<file path="src/rtl/core/tts_pkg.sv">
`timescale 1ns / 1ps
`default_nettype none
package tts_pkg;
    localparam int MAX_DIM_DEF     = 256;
    localparam int STORE_DEPTH_DEF = 65536;
    localparam int ADDR_W          = 16;
    localparam int CFG_IDX_W       = 3;
    localparam int CFG_DATA_W      = 9;
    localparam int QW              = 32;
    localparam logic [31:0] Q_MAX  = 32'h7FFF_FFFF;
    localparam logic [31:0] Q_ONE  = 32'h0001_0000;

    typedef enum logic [CFG_IDX_W-1:0] {
        CFG_TEX_WIDTH     = 3'd0,
        CFG_TEX_HEIGHT    = 3'd1,
        CFG_WRAP_MODE     = 3'd2,
        CFG_FILTER_MODE   = 3'd3,
        CFG_DEPTH_FORMAT  = 3'd4,
        CFG_TEXTURE_BOUND = 3'd5
    } cfg_idx_t;

    typedef enum logic [1:0] {
        WRAP_NONE   = 2'd0,
        WRAP_CLAMP  = 2'd1,
        WRAP_REPEAT = 2'd2,
        WRAP_RSVD   = 2'd3
    } wrap_t;

    typedef enum logic [1:0] {
        FILT_NEAREST = 2'd0,
        FILT_LINEAR  = 2'd1,
        FILT_TRUNC   = 2'd2,
        FILT_RSVD    = 2'd3
    } filt_t;

    localparam logic REQ_WRITE  = 1'b0;
    localparam logic REQ_SAMPLE = 1'b1;

    // configuration seen by the sampling pipe
    typedef struct packed {
        logic [8:0]  tex_width;
        logic [8:0]  tex_height;
        logic [1:0]  wrap_mode;
        logic [1:0]  filter_mode;
        logic        depth_format;
        logic        texture_bound;
    } cfg_t;

    typedef struct packed {
        logic        req_type;
        logic [15:0] texel_addr;
        logic [7:0]  write_red;
        logic [7:0]  write_green;
        logic [7:0]  write_blue;
        logic signed [31:0] u_coord;
        logic signed [31:0] v_coord;
        logic signed [31:0] recip_w;
    } req_t;

    typedef struct packed {
        logic [7:0] out_red;
        logic [7:0] out_green;
        logic [7:0] out_blue;
    } rsp_t;

    // magnitude of a 32-bit two's complement value, 33 bits wide
    function automatic logic [32:0] mag32(input logic [31:0] v);
        logic [32:0] r;
        r = v[31] ? (33'h1_0000_0000 - {1'b0, v}) : {1'b0, v};
        return r;
    endfunction
endpackage
`default_nettype wire

</file>
<file path="src/rtl/core/tts_axis.sv">
`timescale 1ns / 1ps
`default_nettype none
// wrap, scale by 2*size-1, filter rounding and clamp; two register stages
module tts_axis #(
    parameter int DW = 9,
    parameter int CW = 8
) (
    input  wire logic          clk,
    input  wire logic          en,
    input  wire logic [31:0]   mag,
    input  wire logic [1:0]    wrap_mode,
    input  wire logic [1:0]    filter_mode,
    input  wire logic [DW-1:0] size,
    output logic [CW-1:0]      coord
);
    logic [31:0]   a_wr;
    logic [16:0]   a_reg;
    logic [DW:0]   mul_reg_m;
    logic [DW:0]   s2m1;
    logic [DW-1:0] size_a_reg;
    logic [DW-1:0] size_b_reg;
    logic          near_a_reg;
    logic          big_reg;
    logic [DW+17:0] p_reg;
    logic          near_b_reg;
    logic          big_b_reg;
    logic [DW+17:0] pr;

    // wrap: clamp keeps magnitude at or below 1.0, repeat keeps the fraction
    always_comb
    begin
        unique case (tts_pkg::wrap_t'(wrap_mode))
            tts_pkg::WRAP_CLAMP:  a_wr = (mag > tts_pkg::Q_ONE) ? tts_pkg::Q_ONE : mag;
            tts_pkg::WRAP_REPEAT: a_wr = {16'h0, mag[15:0]};
            default:              a_wr = mag;
        endcase
    end
    assign s2m1 = {size, 1'b0} - {{DW{1'b0}}, 1'b1};

    // values at or above 2.0 always clamp to size-1 (since 2*size-1 >= size)
    always_ff @(posedge clk)
    begin
        if (en)
        begin
            a_reg      <= a_wr[16:0];
            big_reg    <= a_wr[31:17] != '0;
            mul_reg_m  <= s2m1;
            size_a_reg <= size;
            near_a_reg <= (filter_mode == tts_pkg::FILT_NEAREST);
        end
    end

    always_ff @(posedge clk)
    begin
        if (en)
        begin
            p_reg      <= (DW+18)'(a_reg) * (DW+18)'(mul_reg_m);
            size_b_reg <= size_a_reg;
            near_b_reg <= near_a_reg;
            big_b_reg  <= big_reg;
        end
    end

    assign pr = p_reg + (near_b_reg ? (DW+18)'(32'h1_0000) : '0);

    always_comb
    begin
        logic [DW:0] lim;
        logic [DW:0] tv;
        lim = {1'b0, size_b_reg} - (DW+1)'(1);
        tv  = pr[DW+17:17];
        if (big_b_reg || tv > lim)
        begin
            coord = CW'(lim);
        end
        else
        begin
            coord = CW'(tv);
        end
    end
endmodule
`default_nettype wire

</file>
<file path="config.mk">
export PLATFORM = sky130hd
export DESIGN_NAME = tts_axis
export DESIGN_NICKNAME = d
export VERILOG_FILES = /design/src/rtl/core/tts_pkg.sv /design/src/rtl/core/tts_axis.sv
export SDC_FILE = /design/constraint.sdc
export NUM_CORES = 1
export LEC_CHECK = 0
export BUFFER_PORTS_ARGS = -buffer_cell sky130_fd_sc_hd__buf_2
export CORE_UTILIZATION = 45
export CTS_BUF_LIST = sky130_fd_sc_hd__clkbuf_4 sky130_fd_sc_hd__clkbuf_8 sky130_fd_sc_hd__clkbuf_16
export DETAILED_ROUTE_END_ITERATION = 10
export HOLD_SLACK_MARGIN = 0.12
export SYNTH_ARGS = -nofsm -noshare
export SYNTH_HDL_FRONTEND = slang
export SYNTH_SLANG_ARGS = --single-unit
</file>
<file path="constraint.sdc">
create_clock -name clk -period 8.2 [get_ports clk]
set_clock_uncertainty 0.15 [all_clocks]
set_input_delay 0.82 -clock clk [delete_from_list [all_inputs] [get_ports clk]]
set_output_delay 0.82 -clock clk [all_outputs]
set_load 0.03 [all_outputs]
</file>
Word-level counts from Yosys, hierarchy flattened
Cells that the tools add are included.
Storage, ports and cells
  logic and storage cells: 24
  flip-flop bits (word level): 76
  output and inout port bits: 8
Cells by class
  add/subtract/negate cells: 3
  equality and inequality tests: 2
  order comparisons: 2
  multiplexer cells: 4
  reductions and logical operators: 3
  multiply operators: 1
Operators by type and width (number)
  $pmux 32 s2: 1
  $gt 32x17->1 const B: 1
  $mux 32: 1
  $add 27x17->27: 1
  $mul 17x10->27: 1
  $mux 17: 1
  $reduce_bool 15->1: 1
  $gt 10x10->1: 1
  $sub 10x1->10 const B: 1
  $sub 9x1->10 const B: 1
  $mux 8: 1
  $eq 2x1->1 const B: 1
  $eq 2x2->1 const B: 1
  $logic_not 2->1: 1
  $logic_or 1x1->1: 1

Logic depth before layout (Yosys ltp)
Gate-level depths: netlist (run 1).
  depth in word-level cells: 5
  gate-level depth with buffers: 22
  gate-level depth less buffers: 19

Least setup slack after synthesis (run 1)
Ideal clock, no wire load.
  kind: reg-to-reg
  start point: register mul_reg_m[3]
  end point: register p_reg[24], data pin
  required time: 7.765 ns
  setup time: 0.285 ns
  arrival: 5.743 ns
  slack: 2.022 ns
  cell stages (with the launch flop): 21
  path through: edfxtp_1 > clkbuf_1 > clkbuf_1 > nand2_1 > fa_1 > inv_1 > fa_1 > fa_1 > fa_1 > inv_1 > fa_1 > inv_1 > ha_1 > and4_1 > and4_1 > o311a_1 > or4b_4 > buf_6 > a221o_1 > a21oi_1 > o311ai_0
On the way
  longest elaborated chain between the ends: 1
Ends and longest elaborated chain
  start, declared: line tts_axis.sv:18  | logic [DW:0] mul_reg_m;
  start signal, assigned: line tts_axis.sv:47  | mul_reg_m <= s2m1;
  $mul 17x10->27: line tts_axis.sv:57  | p_reg <= (DW+18)'(a_reg) * (DW+18)'(mul_reg_m);
  end signal, assigned: line tts_axis.sv:57
  end, declared: line tts_axis.sv:24  | logic [DW+17:0] p_reg;
No other way between the ends.
A chain may end at the register's enable or synchronous reset.

Worst setup path in the final report (run 1)
Same ends and word-level chain as after synthesis.

==> results by group, run 1 <==
Outcome
  • Status: finished, final reports clean

Synthesis
  • Post-Synth Simple-Gate Area: 0.170
  • Post-synthesis adder-cell area fraction: 0.418
  • Top_reg_cell synth: edfxtp_1
  • Area share of xor/xnor cells in the synthesized design: 0.0369
  • Post-synth EDFFs: 59
  • Syn_area_per_cell: between 10 and 15 sq um
  • Mux cell area share after synthesis: 0.00909
  • Yosys Warn Count: 0
  • Largest family of logic cells by synthesized area: adder cells
  • Seq cells post-synth: 59
  • Mapped Nets: just over 1k
  • Synth async-reset ratio: 0
  • Post-synthesis sequential area ratio: 0.226
  • Compound-Gate Fraction of Synth Area: 0.0490
  • Synth Cell Area: 0.00784 sq mm
  • Yosys cell types: 47
  • Synth Instances: roughly 780

Critical path
  • Worst reg2reg endpoint: p_reg[24]
  • Startpoint types: register
  • Worst Setup Path Type: register to register
  • Max FO, Critical Path: 17
  • CP required: between 8 and 9 ns
  • WP data arrival: ~6.3 ns
  • Worst R2R Path Depth: 17
  • R2r setup slk: approximately 1.8 ns
  • CP Capture Type: register
  • Reg2reg start: mul_reg_m[3]

Global routing
  • Vias in the first global route: between 5k and 6k
  • Total grt overflow: 0
  • Met2 GRT Util: 0.321
  • Met3 GRT Util: 0.0442
  • Global route hottest layer: met2
  • Initial antenna violation count: 0
  • Overall routing resource usage: 0.197
  • Largest net degree at the start of global routing: 60
  • First-pass GRT wire length: 27400 um
  • GR Util met1: 0.273

CTS
  • Root Driver: clkbuf_16
  • Hold-fix buffers, CTS: 0
  • TritonCTS sink count: 59
  • Worst-Skew Late Latency: 0.32 ns
  • TritonCTS clock tree: built
  • Number of buffers created by CTS: 9
  • Depth of the CTS H-tree: 3
  • Clock buffer depth: 2
  • Setup Buffers After CTS: 0
  • Clock slew at the register clock pins of the worst setup and hold paths: 0.05 ns
  • Post_cts resized: 0

Die
  • CORE AREA: 0.0168 sq mm
  • Full die area: ~0.018 sq mm
  • IO Pins: 55
  • Die height: ~130 um
  • Starting Density: 0.466
  • Die X: approximately 130 um
  • Std cell rows: 47

Min path
  • Hold crit path type: register to register
  • Hold wc startpoint: size_a_reg[5]
  • WHS Endpoint: size_b_reg[5]
  • Hold depth: 0

Placement
  • Worst slack, placed: 1.81 ns
  • GP Congestion: approximately 0.85
  • IO buf count: 54
  • Final HPWL from detailed placement: around 13000 um

Timing
  • Worst setup margin: roughly 1.8 ns
  • Fin crit share: 0.783
  • RSZ-0062 raised after global routing: no
  • Rel. slew slack: 0.368
  • Worst slew pin tran: ~0.95 ns
  • Slew Limit Fails: 0
  • Max Fclk: around 160 MHz
  • Final setup fails: 0
  • Crit path time final: around 6.4 ns
  • Setup TNS: 0 ns
  • Hold Fails Final Rpt: 0

Run
  • Max_cap viols: 0

Layout
  • Fill cells: 1596
  • Most frequent cells in the layout: inv_1 (157), fa_1 (117), and2_1 (92)
  • Layout cell share with drive strength beyond 1: 0.0981
  • Area Overhead vs Synth: 8.89%
  • Max FFs per register: 17
  • Ant diodes: 0
  • Commonest non-fill, non-tap cell in the layout: inv_1
  • Final #Nets: 1061

Drt
  • DR vias: ~5.3k
  • DR iter-0 viols: 275
  • Vias/cell: 5.07
  • Routed Antenna Nets: 0
  • Final WL: around 16000 um
  • Avg WL per Cell: 15.6 um
  • DR DRC count: 0
  • Drt first pass iters: 4
[worst max-delay path: stages, from the launching register on]
cell and delay, ns:
edfxtp_1 0.69, nand2_1 0.16, fa_1 0.55, inv_1 0.06
fa_1 0.55, fa_1 0.45, fa_1 0.55, inv_1 0.05
fa_1 0.49, inv_1 0.04, ha_1 0.35, and4_1 0.24
and4_1 0.22, o311a_1 0.13, or4b_4 0.57, a221o_1 0.37
a21oi_1 0.34, o311ai_0 0.18
[final cells by class]
| type | instances | area, sq um | share of cell area |
|---|---|---|---|
| multi-input cells | 540 | 5360 | 0.628 |
| flip-flops and latches | 59 | 1770 | 0.207 |
| repair buffers | 55 | 278 | 0.0325 |
| clock buffers | 10 | 233 | 0.0273 |
| well taps | 220 | 275 | 0.0322 |
| inverters | 157 | 589 | 0.0690 |
| clock inverters | 5 | 31.3 | 0.00366 |
[worst max-delay path by stage]
stage,start,to,slack (ns)
after floorplan,mul_reg_m[3],p_reg[24],2.02
after global placement,mul_reg_m[7],p_reg[24],1.97
after detailed placement,mul_reg_m[3],p_reg[24],1.81
after CTS,mul_reg_m[3],p_reg[24],1.80
after global routing,mul_reg_m[3],p_reg[24],1.44
final,mul_reg_m[3],p_reg[24],1.78
[kinds of logic (layout without fill, tap and decap cells)]
group           Yosys count  in the layout
simple gates            252            252
fa+ha+maj               192            192
buf+inv                 184            227
flops                    59             59
compound gates           56             56
xor+xnor                 33             33
mux                       7              7
[synth_stat cells, types with 2 or more instances]
cell type / instances / area [sq um]
nor3_1: 8 / 40.0
or4_1: 2 / 15.0
xnor2_1: 16 / 140
nand2_1: 88 / 330
nor4b_1: 2 / 17.5
o21bai_1: 3 / 22.5
edfxtp_1: 59 / 1770
o21ai_0: 6 / 30.0
a21o_1: 6 / 45.0
a31oi_1: 5 / 31.3
o31ai_1: 2 / 15.0
nor4_1: 10 / 62.6
mux2i_1: 6 / 60.1
xor2_1: 17 / 149
inv_1: 157 / 589
buf_6: 2 / 22.5
o211ai_1: 3 / 22.5
o311ai_0: 2 / 17.5
nand4_1: 3 / 18.8
and4_1: 5 / 43.8
and2_1: 92 / 576
nand3_1: 10 / 50.1
clkbuf_1: 24 / 90.1
and2_2: 5 / 37.5
nor2b_1: 4 / 25.0
ha_1: 75 / 938
and3_1: 4 / 25.0
a211oi_1: 2 / 15.0
nor2_1: 15 / 56.3
a21oi_1: 17 / 85.1
fa_1: 117 / 2340
[metal layers]
metal / share of wire / up-vias
li1: - / 2556
met1: 0.47 / 2608
met2: 0.46 / 127
met3: 0.064 / 8
met4: 0.0068 / 0
met5: 0 / -
[through the flow]
stage	utilization	hold slack, ns	instance area [sq um]	instances
after floorplan	-	0.250	7840	783
after global placement	0.492	0.253	8280	1031
after detailed placement	0.492	0.255	8280	1031
after CTS	0.508	0.267	8540	1046
after global routing	0.508	0.279	8540	1046
final	0.508	0.267	8540	1046
Power of run 1 is not shown: default switching activity piles up to over one toggle a cycle in this logic, so the estimate is an artifact.
==> run 2: changes to the inputs <==
Clock period 8.2 ns to 6.3 ns, I/O delays scaled along.
==> results by group, run 2 (synthesis results as in run 1) <==
Layout
  • Final #Nets: 1109 (+4.5%)
  • Register Area: 0.00177 sq mm (unchanged)
  • Ant diodes: 0 (unchanged)
  • Most frequent cells in the layout: inv_1 (157), fa_1 (117), and2_1 (91)
  • Layout cell share with drive strength beyond 1: 0.147 (+0.0494)
  • Post-Layout Cell Count: 1095 (+4.7%)
  • Max FFs per register: 17 (unchanged)
  • Area of the multi-input gates: 0.00537 sq mm (+0.12%)
  • Commonest non-fill, non-tap cell in the layout: inv_1
  • Area Overhead vs Synth: 14.4%
  • Fill cells: 1534 (-3.9%)

Critical path
  • Worst Path Buf+Inv: 3 (unchanged)
  • Reg2reg start: mul_reg_m[9]
  • WP data arrival: 6.12 ns (-0.19 ns)
  • Startpoint types: register
  • Crit path max-delay family: adder cells
  • Slowest-stage cell, CP: or4b_4
  • Worst Setup Path Type: register to register
  • R2r setup slk: 0.21 ns (-1.57 ns)
  • Worst R2R Path Depth: 17 (unchanged)
  • Most frequent CP cell: fa_1
  • Critical-path cell list: buf_4 > and2_1 > fa_1 > fa_1 > fa_1 > fa_1 > inv_1 > fa_1 > inv_1 > ha_1 > and4_1 > and4_1 > o311a_1 > or4b_4 > a221o_1 > a2111o_1 > o211ai_2
  • CP required: 6.33 ns (-1.76 ns)
  • Max FO, Critical Path: 6 (-11)
  • Crit-path max cell delay: 0.56 ns (-0.13 ns)
  • Worst reg2reg endpoint: p_reg[26]
  • CP Capture Type: register

Placement
  • Final HPWL from detailed placement: 13800 um (+3.0%)
  • Number of cells after detailed placement: 1049 (+1.7%)
  • Worst slack, placed: 0.0315 ns (-1.78 ns)
  • GP Congestion: 0.864 (+1.2%)
  • IO buf count: 54 (unchanged)

Timing
  • Worst slew pin tran: 0.992 ns (+0.0436 ns)
  • Fin crit share: 0.966 (+0.183)
  • Min Hold Slack: 0.271 ns (+0.00431 ns)
  • Slew Limit Fails: 0 (unchanged)
  • Rel. slew slack: 0.339 (-0.0290)
  • Worst setup margin: 0.212 ns (-1.57 ns)
  • Crit path time final: 6.09 ns (-0.332 ns)
  • Max Fclk: 164 MHz (+5.5%)
  • Hold Fails Final Rpt: 0 (unchanged)
  • Final setup fails: 0 (unchanged)

Die
  • Die X: 134 um (unchanged)
  • Std cell rows: 47 (unchanged)
  • Starting Density: 0.466 (unchanged)
  • Full die area: 0.0180 sq mm (unchanged)
  • Die height: 134 um (unchanged)
  • CORE AREA: 0.0168 sq mm (unchanged)
  • IO Pins: 55 (unchanged)

Pwr
  • Clock network power share: 0.101
  • Switching pwr: around 2.4 mW
  • Reg power frac: 0.136
  • P per Cell Area: 575 mW/mm^2
  • Internal power: around 2.7 mW
  • Leakage Power: around 4.4 nW
  • Comb pwr share: 0.763
  • Peak supply drop: about 420 uV
  • Sw frac: 0.468

CTS
  • Clock slew at the register clock pins of the worst setup and hold paths: 0.05 ns (about the same)
  • Root Driver: clkbuf_16
  • Depth of the CTS H-tree: 3 (unchanged)
  • Worst-Skew Late Latency: 0.33 ns (about the same)
  • TritonCTS clock tree: built
  • Clock buffer depth: 2 (unchanged)
  • Hold-fix buffers, CTS: 0 (unchanged)
  • TritonCTS sink count: 59 (unchanged)
  • Number of buffers created by CTS: 9 (unchanged)

Min path
  • Hold crit path type: register to register
  • Hold depth: 0 (unchanged)
  • WHS Endpoint: near_b_reg
  • Hold wc startpoint: near_a_reg

Global routing
  • Overall routing resource usage: 0.200 (+0.00296)
  • First-pass GRT wire length: 27900 um (+1.8%)
  • Initial antenna violation count: 0 (unchanged)
  • Largest net degree at the start of global routing: 60 (unchanged)
  • Total grt overflow: 0 (unchanged)
  • Vias in the first global route: 5654 (+0.89%)

Drt
  • Avg WL per Cell: 15.6 um (-0.56%)
  • DR DRC count: 0 (unchanged)
  • Drt first pass iters: 6 (+2)
  • Vias/cell: 5.01 (-1.1%)
  • DR vias: 5487 (+3.5%)
  • DR iter-0 viols: 241 (-12%)
  • Final WL: 17000 um (+4.1%)
  • Routed Antenna Nets: 0 (unchanged)

Run
  • Max_cap viols: 0 (unchanged)

Outcome
  • Status: finished, final reports clean
## run 2: cell count changes in the layout (fill, tap and decap cells not counted), sizes merged
cell,delta
dlymetal6s2s,+1
clkinvlp,+1
buf,+47
inv,+1
clkbuf,-1
clkinv,-2
bufinv,+2
## run 2: power groups by stage
stage          combinational [mW]  clock [mW]  sequential, mW
4_1_cts                      3.93       0.535           0.716
6_report                     3.94       0.522           0.701
5_1_grt                      4.59       0.551           0.711
3_5_place_dp                 3.88           0           0.726
3_3_place_gp                 3.82           0           0.723
2_1_floorplan                3.13           0           0.679
## run 2: worst max-delay path by stage
stage                 start        end  slack (ns)  cells past startpoint
5_1_grt           a_reg[11]  p_reg[24]      -0.008                     17
3_5_place_dp       a_reg[6]  p_reg[24]        0.03                     16
2_1_floorplan  mul_reg_m[3]  p_reg[24]        0.12                     20
4_1_cts            a_reg[5]  p_reg[24]       0.007                     16
3_3_place_gp       a_reg[6]  p_reg[24]        0.12                     16
6_report       mul_reg_m[9]  p_reg[26]        0.21                     17
## run 2: metal layers
layer  vias up  GRT usage  part of all wire
met5         -          0                 0
met3        14     0.0435             0.055
met2       163      0.315              0.46
met4         0     0.0437             0.012
li1       2652          -                 -
met1      2658      0.283              0.48
## run 2: cell type report
cell class,count,share of cell area
well taps,220,0.0307
repair buffers,103,0.0728
clock inverters,7,0.0102
flip-flops and latches,59,0.197
inverters,157,0.0657
clock buffers,9,0.0251
multi-input cells,540,0.598
## run 2: repair_timing
item	4_1_cts	5_1_grt
endpoints found under the setup margin	1	4
resized for setup	0	7
pin swaps	0	3
setup buffers	1	29
## run 2: metrics by stage
step	total power, mW	area [sq um]	TNS, ns	utilization
after floorplan	3.81	7840	0	-
after global placement	4.54	8410	0	0.500
after detailed placement	4.61	8410	0	0.500
after CTS	5.18	8730	0	0.519
after global routing	5.85	8970	-0.0117	0.534
final	5.16	8970	0	0.534
Note: power is estimated with default switching activity, not from simulation.
==> run 3: changes to the inputs <==
Settings changed: PLACE_DENSITY set to 0.69, SKIP_CTS_REPAIR_TIMING set to 1.
Clock period 6.3 ns to 7.9 ns, I/O delays scaled along.
==> results by group, run 3 (synthesis results as in run 1) <==
Timing
  • Worst slew pin tran: 0.977 ns (-0.0157 ns)
  • Max Fclk: 159 MHz (-3.3%)
  • Rel. slew slack: 0.349 (+0.0105)
  • Crit path time final: 6.30 ns (+0.210 ns)
  • Slew Limit Fails: 0 (unchanged)
  • Fin crit share: 0.797 (-0.169)
  • Hold Fails Final Rpt: 0 (unchanged)
  • RSZ-0062 raised after global routing: no
  • Setup TNS: 0 ns (unchanged)
  • Worst setup margin: 1.60 ns (+1.39 ns)
  • Final setup fails: 0 (unchanged)

Global routing
  • Total grt overflow: 0 (unchanged)
  • Overall routing resource usage: 0.191 (-0.00923)
  • First-pass GRT wire length: 26600 um (-4.7%)
  • Initial antenna violation count: 0 (unchanged)
  • Largest net degree at the start of global routing: 60 (unchanged)
  • Vias in the first global route: 5474 (-3.2%)

Drt
  • Vias/cell: 5.06 (+0.91%)
  • Drt first pass iters: 5 (-1)
  • Top Layer Used: met4
  • DR DRC count: 0 (unchanged)
  • Metal-1 WL: 7390 um (-9.1%)
  • DR iter-0 viols: 230 (-4.6%)
  • DR vias: 5294 (-3.5%)
  • Routed Antenna Nets: 0 (unchanged)
  • Final WL: 15500 um (-9.1%)
  • Avg WL per Cell: 14.8 um (-4.9%)
  • Met3 wire length: 852 um (-9.5%)
  • Met2 WL: 7120 um (-8.2%)

Layout
  • Final #Nets: 1061 (-4.3%)
  • Ant diodes: 0 (unchanged)
  • Fill cells: 1570 (+2.3%)
  • Area Overhead vs Synth: 9.57%
  • Most frequent cells in the layout: inv_1 (157), fa_1 (117), and2_1 (92)
  • Layout cell share with drive strength beyond 1: 0.0979 (-0.0495)
  • Max FFs per register: 17 (unchanged)
  • Commonest non-fill, non-tap cell in the layout: inv_1

Critical path
  • Crit path max-delay family: adder cells
  • Reg2reg start: mul_reg_m[3]
  • CP Capture Type: register
  • R2r setup slk: 1.60 ns (+1.39 ns)
  • WP data arrival: 6.19 ns (+0.07 ns)
  • Startpoint types: register
  • Slowest-stage cell, CP: edfxtp_1
  • Worst Path Buf+Inv: 3 (unchanged)
  • Critical-path cell list: nand2_1 > fa_1 > inv_1 > fa_1 > fa_1 > fa_1 > inv_1 > fa_1 > inv_1 > ha_1 > and4_1 > and4_1 > o311a_1 > or4b_4 > a221o_1 > a21oi_1 > o311ai_0
  • CP required: 7.80 ns (+1.47 ns)
  • CP Launch Point: mul_reg_m[3]
  • Crit-path max cell delay: 0.67 ns (+0.11 ns)
  • Max FO, Critical Path: 17 (+11)
  • Most frequent CP cell: fa_1
  • Worst Setup Path Type: register to register

CTS
  • Depth of the CTS H-tree: 3 (unchanged)
  • Number of buffers created by CTS: 9 (unchanged)
  • Clock slew at the register clock pins of the worst setup and hold paths: 0.06 ns (about the same)
  • Worst-Skew Late Latency: 0.33 ns (about the same)
  • TritonCTS clock tree: built
  • TritonCTS sink count: 59 (unchanged)
  • Clock buffer depth: 2 (unchanged)
  • Root Driver: clkbuf_16

Placement
  • Final HPWL from detailed placement: 12600 um (-8.8%)
  • IO buf count: 54 (unchanged)
  • GP Congestion: 0.845 (-2.2%)
  • Worst slack, placed: 1.62 ns (+1.59 ns)

Run
  • Max_cap viols: 0 (unchanged)

Die
  • Starting Density: 0.466 (unchanged)
  • Die X: 134 um (unchanged)
  • CORE AREA: 0.0168 sq mm (unchanged)
  • IO Pins: 55 (unchanged)
  • Std cell rows: 47 (unchanged)
  • Full die area: 0.0180 sq mm (unchanged)
  • Die height: 134 um (unchanged)

Min path
  • Hold wc startpoint: size_a_reg[8]
  • Hold crit path type: register to register

Outcome
  • Status: finished, final reports clean
[run 3: cell types whose count changed in the layout (fill, tap and decap cells not counted), sizes merged]
cell,before,now
dlymetal6s2s,1,0
buf,102,55
clkinv,2,3
inv,158,157
[run 3: area by class of cell]
cell class              count  area, sq um  area share
clock buffers               9          225      0.0262
clock inverters             7         92.6      0.0108
flip-flops and latches     59         1770       0.206
well taps                 220          275      0.0320
multi-input cells         540         5360       0.624
repair buffers             55          278      0.0323
inverters                 157          589      0.0686
[run 3: worst paths after layout]
| check | cells after the start | to |
|---|---|---|
| worst max register to register | 17 | p_reg[24] |
| worst min-delay path | 0 | size_b_reg[8] |
| worst max-delay path | 17 | p_reg[24] |
| worst min register to register | 0 | size_b_reg[8] |
[run 3: worst reg2reg max path, delay by kind of cell, from the launching register on]
family          cells  cell delay [ns]
buf+inv             3             0.14
simple gates        4             1.16
compound gates      4             0.96
fa+ha+maj           6             2.93
flops               1             0.67
[run 3: per-stage QoR]
step	hold WS (ns)	cells	instance area, sq um	util
2_1_floorplan	0.250	783	7840	-
3_3_place_gp	0.250	1031	8280	0.492
3_5_place_dp	0.255	1031	8280	0.492
4_1_cts	0.262	1047	8590	0.511
5_1_grt	0.264	1047	8590	0.511
6_report	0.261	1047	8590	0.511
[run 3: routing by layer]
layer	vias up	GRT usage
li1	2562	-
met1	2585	0.265
met2	137	0.300
met3	10	0.0480
met4	0	0.0474
met5	-	0
Power of run 3 is left out for the same reason.
